## config.mk

```make
export PLATFORM = sky130hd
export DESIGN_NAME = easter_and_movable_feasts_unit
export DESIGN_NICKNAME = d
export VERILOG_FILES = /design/src/design/emf_pkg.sv /design/src/design/easter_and_movable_feasts_unit.sv
export SDC_FILE = /design/constraint.sdc
export NUM_CORES = 1
export LEC_CHECK = 0
export ABC_AREA = 1
export ABC_CLOCK_PERIOD_IN_PS = 13700
export BUFFER_PORTS_ARGS = -buffer_cell sky130_fd_sc_hd__buf_2
export CELL_PAD_IN_SITES_DETAIL_PLACEMENT = 0
export CELL_PAD_IN_SITES_GLOBAL_PLACEMENT = 2
export CORE_MARGIN = 8
export CORE_UTILIZATION = 40
export CTS_BUF_LIST = sky130_fd_sc_hd__clkbuf_8
export DETAILED_ROUTE_END_ITERATION = 16
export GPL_TIMING_DRIVEN = 0
export PLACE_DENSITY = 0.82
export SETUP_SLACK_MARGIN = 0.4
export SLEW_MARGIN = 20
export SYNTH_ARGS = -nofsm -noshare
export SYNTH_HDL_FRONTEND = slang
export SYNTH_SLANG_ARGS = --single-unit
```

## constraint.sdc

```tcl
create_clock -name clk -period 13.7 [get_ports clk]
set_clock_uncertainty 0.15 [all_clocks]
set_input_delay 1.37 -clock clk [delete_from_list [all_inputs] [get_ports clk]]
set_output_delay 1.37 -clock clk [all_outputs]
set_load 0.005 [all_outputs]
```

## src/design/emf_pkg.sv

```systemverilog
`timescale 1ns / 1ps
`default_nettype none

package emf_pkg;

  localparam logic [13:0] YEAR_MIN = 14'd1583;
  localparam logic [13:0] YEAR_MAX = 14'd9999;

  // Number of register stages from the input transfer to the output register
  localparam int NSTG = 16;

  typedef struct packed {
    logic [2:0] mon;
    logic [4:0] dom;
  } date_t;

  // Turn a day of the year (January 1 is day 1) into month and day.
  // Covers January through June, which holds every feast date.
  function automatic date_t date_of(input logic [7:0] doy, input logic lp);
    logic [7:0] feb_end;
    logic [7:0] mar_end;
    logic [7:0] apr_end;
    logic [7:0] may_end;
    date_t      d;
    feb_end = 8'd59 + {7'd0, lp};
    mar_end = feb_end + 8'd31;
    apr_end = feb_end + 8'd61;
    may_end = feb_end + 8'd92;
    priority if (doy <= 8'd31) begin
      d.mon = 3'd1;
      d.dom = doy[4:0];
    end else if (doy <= feb_end) begin
      d.mon = 3'd2;
      d.dom = 5'(doy - 8'd31);
    end else if (doy <= mar_end) begin
      d.mon = 3'd3;
      d.dom = 5'(doy - feb_end);
    end else if (doy <= apr_end) begin
      d.mon = 3'd4;
      d.dom = 5'(doy - mar_end);
    end else if (doy <= may_end) begin
      d.mon = 3'd5;
      d.dom = 5'(doy - apr_end);
    end else begin
      d.mon = 3'd6;
      d.dom = 5'(doy - may_end);
    end
    return d;
  endfunction

endpackage

`default_nettype wire

```

## src/design/easter_and_movable_feasts_unit.sv

```systemverilog
`timescale 1ns / 1ps
`default_nettype none

// Throughput: one year per cycle unless the output stalls; sixteen pipeline stages,
// each holding one constant multiply or one short add/compare, set the depth.
// A stall at the output freezes the whole pipeline; in_ready drops only then.
// Reset (rst, synchronous) clears the stage valid bits; data registers keep garbage.
module easter_and_movable_feasts_unit (
  input  wire logic        clk,
  input  wire logic        rst,
  input  wire logic        in_valid,
  output logic             in_ready,
  input  wire logic [13:0] year,
  output logic             out_valid,
  input  wire logic        out_ready,
  output logic             leap,
  output logic [4:0]       easter_dom,
  output logic [2:0]       easter_mon,
  output logic [4:0]       carnival_dom,
  output logic [1:0]       carnival_mon,
  output logic [4:0]       goodfri_dom,
  output logic [2:0]       goodfri_mon,
  output logic [4:0]       ascension_dom,
  output logic [2:0]       ascension_mon,
  output logic [4:0]       whitsun_dom,
  output logic [2:0]       whitsun_mon,
  output logic             year_ok
);
  import emf_pkg::*;

  logic [NSTG-1:0] vld;
  logic            adv;

  // stage 1
  logic [13:0] s1_y;
  logic [26:0] s1_p100;
  logic [29:0] s1_p19;
  // stage 2
  logic [4:0]  s2_a;
  logic [7:0]  s2_b;
  logic [6:0]  s2_c;
  logic        s2_leap, s2_ok;
  // stage 3
  logic [8:0]  s3_a19;
  logic [2:0]  s3_f;
  logic [4:0]  s3_a;
  logic [7:0]  s3_b;
  logic [6:0]  s3_c;
  logic        s3_leap, s3_ok;
  // stage 4
  logic [5:0]  s4_g;
  logic [8:0]  s4_a19;
  logic [4:0]  s4_a;
  logic [7:0]  s4_b;
  logic [6:0]  s4_c;
  logic        s4_leap, s4_ok;
  // stage 5
  logic [11:0] s5_hx;
  logic [4:0]  s5_a;
  logic [1:0]  s5_e;
  logic [6:0]  s5_c;
  logic        s5_leap, s5_ok;
  // stage 6
  logic [6:0]  s6_qh;
  logic [11:0] s6_hx;
  logic [4:0]  s6_a;
  logic [1:0]  s6_e;
  logic [6:0]  s6_c;
  logic        s6_leap, s6_ok;
  // stage 7
  logic [4:0]  s7_h;
  logic [4:0]  s7_a;
  logic [1:0]  s7_e;
  logic [6:0]  s7_c;
  logic        s7_leap, s7_ok;
  // stage 8
  logic [6:0]  s8_lx;
  logic [8:0]  s8_h11;
  logic [4:0]  s8_h;
  logic [4:0]  s8_a;
  logic        s8_leap, s8_ok;
  // stage 9
  logic [4:0]  s9_ql;
  logic [6:0]  s9_lx;
  logic [8:0]  s9_h11;
  logic [4:0]  s9_h;
  logic [4:0]  s9_a;
  logic        s9_leap, s9_ok;
  // stage 10
  logic [2:0]  s10_l;
  logic [8:0]  s10_h11;
  logic [4:0]  s10_h;
  logic [4:0]  s10_a;
  logic        s10_leap, s10_ok;
  // stage 11
  logic        s11_m;
  logic [2:0]  s11_l;
  logic [4:0]  s11_h;
  logic        s11_leap, s11_ok;
  // stage 12
  logic [7:0]  s12_base;
  logic        s12_leap, s12_ok;
  // stage 13
  logic [4:0]  s13_ed;
  logic        s13_em4;
  logic        s13_leap, s13_ok;
  // stage 14
  logic [7:0]  s14_doy;
  logic [4:0]  s14_ed;
  logic        s14_em4;
  logic        s14_leap, s14_ok;
  // stage 15
  logic [7:0]  s15_car, s15_gf, s15_asc, s15_wh;
  logic [4:0]  s15_ed;
  logic        s15_em4;
  logic        s15_leap, s15_ok;

  // combinational helpers
  logic [7:0]  b2;
  logic [9:0]  q19;
  logic [13:0] a2w, c2w;
  logic [6:0]  c2;
  logic [12:0] fp;
  logic [7:0]  gn;
  logic [14:0] gp;
  logic [22:0] hp;
  logic [11:0] hw;
  logic [14:0] lp;
  logic [6:0]  lw;
  logic [8:0]  mx;
  logic        em4;
  date_t       d_car, d_gf, d_asc, d_wh;

  assign adv      = !vld[NSTG-1] || out_ready;
  assign in_ready = adv;
  assign out_valid = vld[NSTG-1];

  always_comb begin
    b2  = s1_p100[26:19];
    q19 = s1_p19[29:20];
    a2w = s1_y - 14'(q19) * 14'd19;
    c2w = s1_y - 14'(b2) * 14'd100;
    c2  = c2w[6:0];
    fp  = (13'(s2_b) + 13'd8) * 13'd41;
    gn  = s3_b - 8'(s3_f) + 8'd1;
    gp  = 15'(gn) * 15'd171;
    hp  = 23'(s5_hx) * 23'd2185;
    hw  = s6_hx - 12'(s6_qh) * 12'd30;
    lp  = 15'(s8_lx) * 15'd147;
    lw  = s9_lx - 7'(s9_ql) * 7'd7;
    mx  = 9'(s10_a) + s10_h11 + 9'(s10_l) * 9'd22;
    em4 = s12_base >= 8'd124;
    d_car = date_of(s15_car, s15_leap);
    d_gf  = date_of(s15_gf, s15_leap);
    d_asc = date_of(s15_asc, s15_leap);
    d_wh  = date_of(s15_wh, s15_leap);
  end

  always_ff @(posedge clk) begin
    if (rst) begin
      vld <= '0;
    end else if (adv) begin
      vld <= {vld[NSTG-2:0], in_valid};
    end
  end

  always_ff @(posedge clk) begin
    if (adv) begin
      // quotients by 100 and 19 through reciprocal multiplies
      s1_y    <= year;
      s1_p100 <= 27'(year) * 27'd5243;
      s1_p19  <= 30'(year) * 30'd55189;

      s2_a    <= a2w[4:0];
      s2_b    <= b2;
      s2_c    <= c2;
      s2_leap <= ((s1_y[1:0] == 2'd0) && (c2 != 7'd0)) || ((c2 == 7'd0) && (b2[1:0] == 2'd0));
      s2_ok   <= (s1_y >= YEAR_MIN) && (s1_y <= YEAR_MAX);

      s3_a19  <= 9'(s2_a) * 9'd19;
      s3_f    <= fp[12:10];
      s3_a    <= s2_a;
      s3_b    <= s2_b;
      s3_c    <= s2_c;
      s3_leap <= s2_leap;
      s3_ok   <= s2_ok;

      s4_g    <= gp[14:9];
      s4_a19  <= s3_a19;
      s4_a    <= s3_a;
      s4_b    <= s3_b;
      s4_c    <= s3_c;
      s4_leap <= s3_leap;
      s4_ok   <= s3_ok;

      // 15 + 60*30 folded into one constant
      s5_hx   <= 12'(s4_a19) + 12'(s4_b) + 12'd1815 - 12'(s4_b[7:2]) - 12'(s4_g);
      s5_a    <= s4_a;
      s5_e    <= s4_b[1:0];
      s5_c    <= s4_c;
      s5_leap <= s4_leap;
      s5_ok   <= s4_ok;

      s6_qh   <= hp[22:16];
      s6_hx   <= s5_hx;
      s6_a    <= s5_a;
      s6_e    <= s5_e;
      s6_c    <= s5_c;
      s6_leap <= s5_leap;
      s6_ok   <= s5_ok;

      s7_h    <= hw[4:0];
      s7_a    <= s6_a;
      s7_e    <= s6_e;
      s7_c    <= s6_c;
      s7_leap <= s6_leap;
      s7_ok   <= s6_ok;

      s8_lx   <= 7'd67 + 7'({s7_e, 1'b0}) + 7'({s7_c[6:2], 1'b0}) - 7'(s7_h) - 7'(s7_c[1:0]);
      s8_h11  <= 9'(s7_h) * 9'd11;
      s8_h    <= s7_h;
      s8_a    <= s7_a;
      s8_leap <= s7_leap;
      s8_ok   <= s7_ok;

      s9_ql   <= lp[14:10];
      s9_lx   <= s8_lx;
      s9_h11  <= s8_h11;
      s9_h    <= s8_h;
      s9_a    <= s8_a;
      s9_leap <= s8_leap;
      s9_ok   <= s8_ok;

      s10_l    <= lw[2:0];
      s10_h11  <= s9_h11;
      s10_h    <= s9_h;
      s10_a    <= s9_a;
      s10_leap <= s9_leap;
      s10_ok   <= s9_ok;

      // the quotient by 451 is at most one
      s11_m    <= mx >= 9'd451;
      s11_l    <= s10_l;
      s11_h    <= s10_h;
      s11_leap <= s10_leap;
      s11_ok   <= s10_ok;

      s12_base <= 8'(s11_h) + 8'(s11_l) + 8'd114 - (s11_m ? 8'd7 : 8'd0);
      s12_leap <= s11_leap;
      s12_ok   <= s11_ok;

      // month is 3 or 4 for every valid base
      s13_em4  <= em4;
      s13_ed   <= 5'(s12_base - (em4 ? 8'd123 : 8'd92));
      s13_leap <= s12_leap;
      s13_ok   <= s12_ok;

      s14_doy  <= 8'(s13_ed) + 8'd59 + 8'(s13_leap) + (s13_em4 ? 8'd31 : 8'd0);
      s14_ed   <= s13_ed;
      s14_em4  <= s13_em4;
      s14_leap <= s13_leap;
      s14_ok   <= s13_ok;

      s15_car  <= s14_doy - 8'd49;
      s15_gf   <= s14_doy - 8'd2;
      s15_asc  <= s14_doy + 8'd39;
      s15_wh   <= s14_doy + 8'd49;
      s15_ed   <= s14_ed;
      s15_em4  <= s14_em4;
      s15_leap <= s14_leap;
      s15_ok   <= s14_ok;

      // output register; clear every date of an out-of-range year
      leap          <= s15_leap;
      year_ok       <= s15_ok;
      easter_dom    <= s15_ok ? s15_ed : 5'd0;
      easter_mon    <= s15_ok ? (s15_em4 ? 3'd4 : 3'd3) : 3'd0;
      carnival_dom  <= s15_ok ? d_car.dom : 5'd0;
      carnival_mon  <= s15_ok ? d_car.mon[1:0] : 2'd0;
      goodfri_dom   <= s15_ok ? d_gf.dom : 5'd0;
      goodfri_mon   <= s15_ok ? d_gf.mon : 3'd0;
      ascension_dom <= s15_ok ? d_asc.dom : 5'd0;
      ascension_mon <= s15_ok ? d_asc.mon : 3'd0;
      whitsun_dom   <= s15_ok ? d_wh.dom : 5'd0;
      whitsun_mon   <= s15_ok ? d_wh.mon : 3'd0;
    end
  end

  a_stall_holds_valids: assert property (@(posedge clk) disable iff (rst)
    !adv |=> $stable(vld))
    else $error("pipeline valid bits moved during a stall");

  a_bad_year_zero: assert property (@(posedge clk) disable iff (rst)
    out_valid && !year_ok |-> easter_dom == 5'd0 && easter_mon == 3'd0 &&
      carnival_mon == 2'd0 && whitsun_mon == 3'd0 && ascension_dom == 5'd0)
    else $error("dates not cleared for an out-of-range year");

  a_easter_month: assert property (@(posedge clk) disable iff (rst)
    out_valid && year_ok |-> (easter_mon == 3'd3 || easter_mon == 3'd4) &&
      (whitsun_mon == 3'd5 || whitsun_mon == 3'd6))
    else $error("feast month outside its season");

endmodule

`default_nettype wire
```

# After elaboration in Yosys (flattened, before gate mapping)
# Cells that the tools add are included.
[classes]
multipliers = 13
reduce_logical = 17
n_lt_le_gt_ge = 24
n_mux = 24
bitwise = 1
add_sub_neg = 52
[ops]
columns = ["op", "count"]
rows = [
  ["7-bit 2-to-1 mux", 16],
  ["8-bit <= comparator", 12],
  ["5-bit subtractor", 19],
  ["8-bit by 5-bit <= comparator with 1-bit output (second input constant)", 4],
  ["8-bit by 7-bit <= comparator with 1-bit output", 4],
  ["14-bit by 16-bit multiplier with 30-bit output (second input constant)", 1],
  ["14-bit by 13-bit multiplier with 27-bit output (second input constant)", 1],
  ["6-bit 2-to-1 mux", 4],
  ["12-bit by 6-bit subtractor with 12-bit output", 2],
  ["12-bit by 12-bit multiplier with 23-bit output (second input constant)", 1],
  ["5-bit subtractor (second input constant)", 4],
  ["8-bit by 6-bit adder with 8-bit output (second input constant)", 2],
  ["8-bit by 3-bit subtractor with 8-bit output", 2],
  ["7-bit by 8-bit multiplier with 15-bit output (second input constant)", 1],
  ["8-bit by 8-bit multiplier with 15-bit output (second input constant)", 1],
  ["14-bit by 11-bit greater-or-equal comparator with 1-bit output (second input constant)", 1],
  ["14-bit <= comparator (second input constant)", 1],
  ["9-bit by 6-bit multiplier with 13-bit output (second input constant)", 1],
  ["10-bit by 11-bit adder with 12-bit output (second input constant)", 1],
  ["4-bit OR reduction", 3],
  ["9-bit by 8-bit adder with 10-bit output", 1],
  ["10-bit by 5-bit multiplier with 5-bit output (second input constant)", 1],
  ["5-bit by 9-bit adder with 9-bit output", 1],
  ["8-bit by 4-bit adder with 9-bit output (second input constant)", 1],
  ["other kinds (37)", 46],
]
[totals]
input_bits = 18
register_bits = 464
word_cells = 236
out_inout_bits = 43

# Depth between registers and ports, before layout
# Gate-level depths: netlist of the first run.
[depth]
ltp_word = 8
mapped_depth = 26

# Worst setup path before layout of the first run
# OpenSTA, ideal clock, no wires.
[synth_path]
path_kind = "in2out"
start = "input port out_ready"
end = "output port in_ready"
path_stages = 3
arrival_ns = 12.238
required_ns = 12.180
slack_ns = -0.058
path_buffers = 1
path_cell_list = "nor2_2 > inv_1 > clkbuf_1"
[synth_between]
elab_chain_cells = 1
[synth_lines]
columns = ["item", "line_no", "rtl"]
rows = [
  ["start: declaration", "easter_and_movable_feasts_unit.sv:15", "input wire logic out_ready,"],
  ["1-bit logical OR", "easter_and_movable_feasts_unit.sv:134", "assign adv = !vld[NSTG-1] || out_ready;"],
  ["end: declaration", "easter_and_movable_feasts_unit.sv:12", "output logic in_ready,"],
]
# Every way passes these cells.

# Worst setup path in the final report of the first run
[layout_path]
start = "input port year[12]"
end = "register s1_p19[24] (data pin)"
[layout_between]
elab_chain_cells = 1
[layout_lines]
columns = ["item", "line_no", "rtl"]
rows = [
  ["start: declaration", "easter_and_movable_feasts_unit.sv:13", "input wire logic [13:0] year,"],
  ["14-bit by 16-bit multiplier with 30-bit output", "easter_and_movable_feasts_unit.sv:172", "s1_p19 <= 30'(year) * 30'd55189;"],
  ["end signal: assignment", "easter_and_movable_feasts_unit.sv:172", ""],
  ["end: declaration", "easter_and_movable_feasts_unit.sv:37", "logic [29:0] s1_p19;"],
]
# Every way passes these cells.
# A chain may end at the register's enable or synchronous reset.

==> impl_metrics.tcl, run 1 <==
set metrics [dict create \
    hpwl_um 46300 \
    synth_top_area_share 0.384 \
    yosysTopAreaCell "edfxtp_1" \
    drive_gt1_frac 0.0615 \
    seq_area_frac_synth 0.394 \
    setup_tns_ps 0 \
    grt.total_usage 0.137 \
    final.min_clock_period_ps 6080 \
    crit_required_ps 13880 \
    synth_edf_count 388 \
    globalplace.congestion 0.853 \
    synthArstFlopShare 0 \
    synth.area.top_cells "edfxtp_1, ha_1, fa_1" \
    grt_max_degree 103 \
    pin_count 61 \
    clkLatencyLatePin_ps 620 \
    holdWs_ps 251 \
    synth_ff_type "edfxtp_1" \
    grt_setup_unrepaired "false" \
    postLayoutCoreUtil 0.443 \
    coreArea_um2 75600 \
    synth-seq-cells 404 \
    startpoint_type "input port" \
    numCtsBuffers 70 \
    finalWirelength_um 57500 \
    reg2reg_slack_ps 8340 \
    cts_root_buf "clkbuf_8" \
    io_buffers 59 \
    synth.net_count 3590 \
    gr-usage-met2 0.245 \
    cts_tree "built" \
    ys.warnings.count 0 \
    finalSetupViolCount 0 \
    cts_setup_buffers 0 \
    first_pass_iters 5 \
    cts_resized 0 \
    drv_slew 0 \
    drtIter0Drc 809 \
    cts_hold_buf 0 \
    die_w_um 292 \
    vias 19092 \
    min_period_over_period 0.444 \
    initial_core_util 0.402 \
    status "complete, no violations" \
    routed_via_density 4.73 \
    antenna_found_initial 1 \
    die-area_um2 85000 \
    area_growth_pct 10.2 \
    clkTransAtPathRegs_ps 60 \
    grt_pass1_wl_um 97400 \
    grt_pass1_vias 20053 \
    htreeDepth 3 \
    max_freq_mhz 164 \
    drc_errors 0 \
    clk_path_buf_depth 3 \
    placed_cell_area_um2 32000 \
    synth_area_um2 30400 \
    clock-sinks 404 \
    hold_viol_final 0 \
    fin_nets 3725 \
    ant_nets 0 \
    tightest_slew_ps 805 \
    path_class "input port to flip-flop" \
    hold_class "flip-flop to flip-flop" \
    avgSynthCellArea_um2 10.6 \
    crit_path_max_fanout 13 \
    dieHeight_um 292 \
    num_rows 101 \
    top_usage_layer "met2" \
    overflow 0 \
    grt_use_met3 0.0190 \
    worstSetupEndpointType "flip-flop" \
    design_area_um2 33500 \
    syn_inst 2869 \
    slew-limit-headroom 0.464 \
    avgRoutedWirePerCell_um 14.2 \
    worstPathArrival_ps 6260 \
    max_cap_violations 0 \
    use_met1 0.172 \
    synth_cell_types 41 \
]
==> worst max-delay path: stages <==
cell and delay, ps:
buf_2 370, fa_1 560, fa_1 550, inv_1 70, fa_1 520, fa_1 520
fa_1 550, inv_1 40, ha_1 290, ha_1 400, nand2_1 90, inv_1 90
nand3_1 90, nor2_1 170, nand3_1 90, nor2_1 200, nor2_1 90, nand2_1 70
nand2_1 120
==> final cells by class <==
type / count / area, µm²
Fill cell: 7124 / 42100
Multi-Input combinational cell: 1821 / 16000
Sequential cell: 404 / 12000
Clock buffer: 70 / 963
Tap cell: 978 / 1220
Buffer: 12 / 58.8
Clock inverter: 55 / 492
Antenna cell: 1 / 2.50
Timing Repair Buffer: 63 / 405
Inverter: 632 / 2370
==> cell usage after synthesis, drive strengths merged, types with 11 or more instances <==
master	count
nor3	29
xor2	74
a31oi	11
xnor2	48
nand3	92
nor2	150
fa	203
a21o	17
inv	631
edfxtp	388
o21ai	64
nand4	25
a21oi	152
dfxtp	16
nand2	399
ha	500
==> per-stage QoR <==
step                cells  setup WS [ps]
floorplan            2869           5620
global placement     3906           3110
detailed placement   3910           6980
CTS                  4035           7670
global route         4036           7370
finish               4036           7620
==> cell families (layout without fill, tap and decap cells) <==
kind of cell	count (synthesis)	after routing	share of synthesized area
flip-flops	404	404	0.394
buffers and inverters	644	832	0.0797
XOR/XNOR	122	122	0.0352
adder cells (fa/ha/maj)	703	703	0.340
AND/OR/NAND/NOR	708	708	0.0973
other	0	1	0
AO/OA/AOI/OAI	288	288	0.0536
==> state kept, by name, indices dropped and copies added (netlist names), 7 cells and up <==
| register | flops |
|---|---|
| s15_car | 8 |
| s5_c | 7 |
| s6_c | 7 |
| s8_lx | 7 |
| s8_h11 | 9 |
| s1_y | 14 |
| s2_c | 7 |
| s1_p100 | 8 |
| s2_b | 8 |
| s4_b | 8 |
| s15_gf | 8 |
| s12_base | 8 |
| s3_a19 | 9 |
| s3_c | 7 |
| s4_a19 | 9 |
| s9_h11 | 9 |
| s4_c | 7 |
| s10_h11 | 9 |
| s3_b | 8 |
| vld | 16 |
| s14_doy | 7 |
| s5_hx | 12 |
| s15_wh | 7 |
| s7_c | 7 |
==> cells in the final DEF, fill, tap and decap left out, types with 4 or more instances in the layout <==
cell type     n
edfxtp_1    388
clkbuf_1      9
nor2_1      138
nand4_1      25
or2_2         4
fa_1        203
dfxtp_1      16
o21a_1        8
inv_2         5
o211ai_1      9
inv_1       642
nand3_1      92
a21oi_1     150
clkinv_1     18
nor2_2       12
clkbuf_8     71
a211oi_1      9
a31oi_1      11
a21o_1       17
clkinvlp_4    6
ha_1        500
bufinv_16     9
xor2_1       74
o21bai_1      9
buf_16        4
o21ai_0      62
nor3_1       28
nand2_1     395
nand2_2       4
xnor2_1      48
buf_2        59
==> worst paths after layout <==
kind,startpoint,end,cells past startpoint
max,year[12],s1_p19[24]$_DFFE_PP_,19
min reg2reg,s11_ok$_DFFE_PP_,s12_ok$_DFFE_PP_,0
min,s11_ok$_DFFE_PP_,s12_ok$_DFFE_PP_,0
max reg2reg,s3_b[1]$_DFFE_PP_,s4_g[5]$_DFFE_PP_,21
==> routing by layer <==
metal | part of all wire | wire length [µm] | vias to the layer above
met5 | 0 | 0 | -
li1 | - | - | 9700
met2 | 0.50 | 28800 | 228
met4 | 0.018 | 1020 | 0
met3 | 0.030 | 1700 | 70
met1 | 0.45 | 26000 | 9094
Power of run 1 is left out: the tool's default activity adds up to more than one toggle a clock period on the data nets, which glitch-free logic cannot reach.
==> run 2: changes to the inputs <==
- ABC_CLOCK_PERIOD_IN_PS: 13700 -> 5400
- clock period: 13.7 -> 5.4 ns (I/O delays scaled with it)
==> run 2 against run 1 <==
  * Critical path type unchanged
  * Core utilization grew 0.30 points
  * Hold slack got worse by 170 ps
  * Wire length is 0.16% lower
  * Non-clock buffer count is 3 higher
  * First-iteration DRC count is 9.1% higher
  * Register-to-register slack lost 7700 ps
  * Global-route usage is essentially flat
  * Worst setup slack got worse by 7100 ps
  * Flip-flop and latch count unchanged
  * Critical path depth grew 2
  * Final cell count grew 0.17%
  * Design area rose by 0.67%
==> impl_metrics.tcl, run 2 (same netlist as run 1, synthesis figures left out) <==
set metrics [dict create \
    status "complete, no violations" \
    clk_path_buf_depth 3 \
    cts_root_buf "clkbuf_8" \
    htreeDepth 3 \
    final.min_clock_period_ps 4870 \
    initial_core_util 0.402 \
    io_buffers 59 \
    coreArea_um2 75600 \
    die-area_um2 85000 \
    clkLatencyLatePin_ps 630 \
    startpoint_type "input port" \
    avgRoutedWirePerCell_um 14.2 \
    max_freq_mhz 205 \
    grt_setup_unrepaired "true" \
    min_period_over_period 0.902 \
    first_pass_iters 5 \
    path_class "input port to flip-flop" \
    pin_count 61 \
    slew-limit-headroom 0.433 \
    hold_viol_final 0 \
    clock-sinks 404 \
    grt_max_degree 169 \
    grt_pass1_wl_um 97400 \
    antenna_found_initial 1 \
    dieHeight_um 292 \
    max_cap_violations 0 \
    num_rows 101 \
    largestRegisters "vld: 16 flops, s1_y: 14 flops, s5_hx: 12 flops" \
    clkTransAtPathRegs_ps 60 \
    ant_nets 0 \
    routed_via_density 4.75 \
    crit_required_ps 5580 \
    overflow 0 \
    wl_met1_um 25900 \
    final_cell_mix "inv_1, ha_1, nand2_1" \
    area_growth_pct 10.9 \
    finalWirelength_um 57400 \
    globalplace.congestion 0.852 \
    fillCellCount 7161 \
    tightest_slew_ps 850 \
    grt_pass1_vias 20187 \
    hold_class "input port to flip-flop" \
    top_layer_used "met4" \
    hpwl_um 45600 \
    finalSetupViolCount 0 \
    crit_path_max_fanout 8 \
    worstPathArrival_ps 5060 \
    dr_wl_met2_um 28400 \
    drv_slew 0 \
    vias 19221 \
    largest_reg_flops 16 \
    die_w_um 292 \
    mostFrequentLayoutCell "inv_1" \
    fin_nets 3731 \
    dr_wl_met3_um 1830 \
    cts_tree "built" \
    drc_errors 0 \
    setup_tns_ps 0 \
    worstSetupEndpointType "flip-flop" \
    top_register "vld" \
    holdWs_ps 86.0 \
    numCtsBuffers 72 \
    drtIter0Drc 883 \
    drive_gt1_frac 0.0777 \
    grt.total_usage 0.137 \
]
-- run 2: final timing paths --
kind / startpoint / to / slack (ps) / cells after the start
worst min register to register: s3_a[2]$_DFFE_PP_ / s4_a[2]$_DFFE_PP_ / 250 / 0
worst min-delay path: year[13] / s1_y[13]$_DFFE_PP_ / 90 / 1
worst max-delay path: year[5] / s1_p19[24]$_DFFE_PP_ / 530 / 21
worst max register to register: s3_b[1]$_DFFE_PP_ / s4_g[5]$_DFFE_PP_ / 640 / 26
-- run 2: what timing repair did --
action	in CTS	in global routing
pin swaps	2	18
hold endpoints to repair	1	0
setup endpoints to repair	10	14
resized for setup	23	42
hold buffers	1	0
setup buffers	4	0
cloned	0	1
-- run 2: through the flow --
stage	instance area, µm²	std cells	util	setup slack [ps]
floorplan	30400	2869	-	409
global placement	31900	3906	0.422	-483
detailed placement	32000	3908	0.423	-520
CTS	33500	4041	0.443	388
global route	33700	4043	0.446	352
finish	33700	4043	0.446	527
-- run 2: critical path, cell delays in order --
cell and delay [ps]:
buf_4 220, clkinvlp_4 150, fa_1 560, inv_2 60, ha_1 280, fa_1 460, fa_1 520, fa_1 550
inv_1 50, fa_1 500, inv_1 40, ha_1 320, nand2_1 130, o21ai_1 190, inv_1 50, nand2_1 70
nand2_1 70, nand2_1 60, nor2_1 40, nand2_1 80, nand2_2 90
-- run 2: area by class of cell --
cell class | instances | area (µm²) | share of cell area
clock buffers | 74 | 1020 | 0.0302
well taps | 978 | 1220 | 0.0363
flip-flops and latches | 404 | 12000 | 0.355
multi-input cells | 1821 | 16200 | 0.481
repair inverters | 1 | 5.00 | 0.000149
diodes | 1 | 2.50 | 0.0000743
plain buffers | 12 | 70.1 | 0.00208
clock inverters | 54 | 369 | 0.0110
repair buffers | 66 | 422 | 0.0125
inverters | 632 | 2380 | 0.0708
-- run 2: routing by layer --
metal,up-vias,GRT usage
met4,0,0.0433
met5,-,0
met1,9164,0.173
met3,77,0.0200
li1,9729,-
met2,251,0.241
Power of run 2 is left out for the same reason.
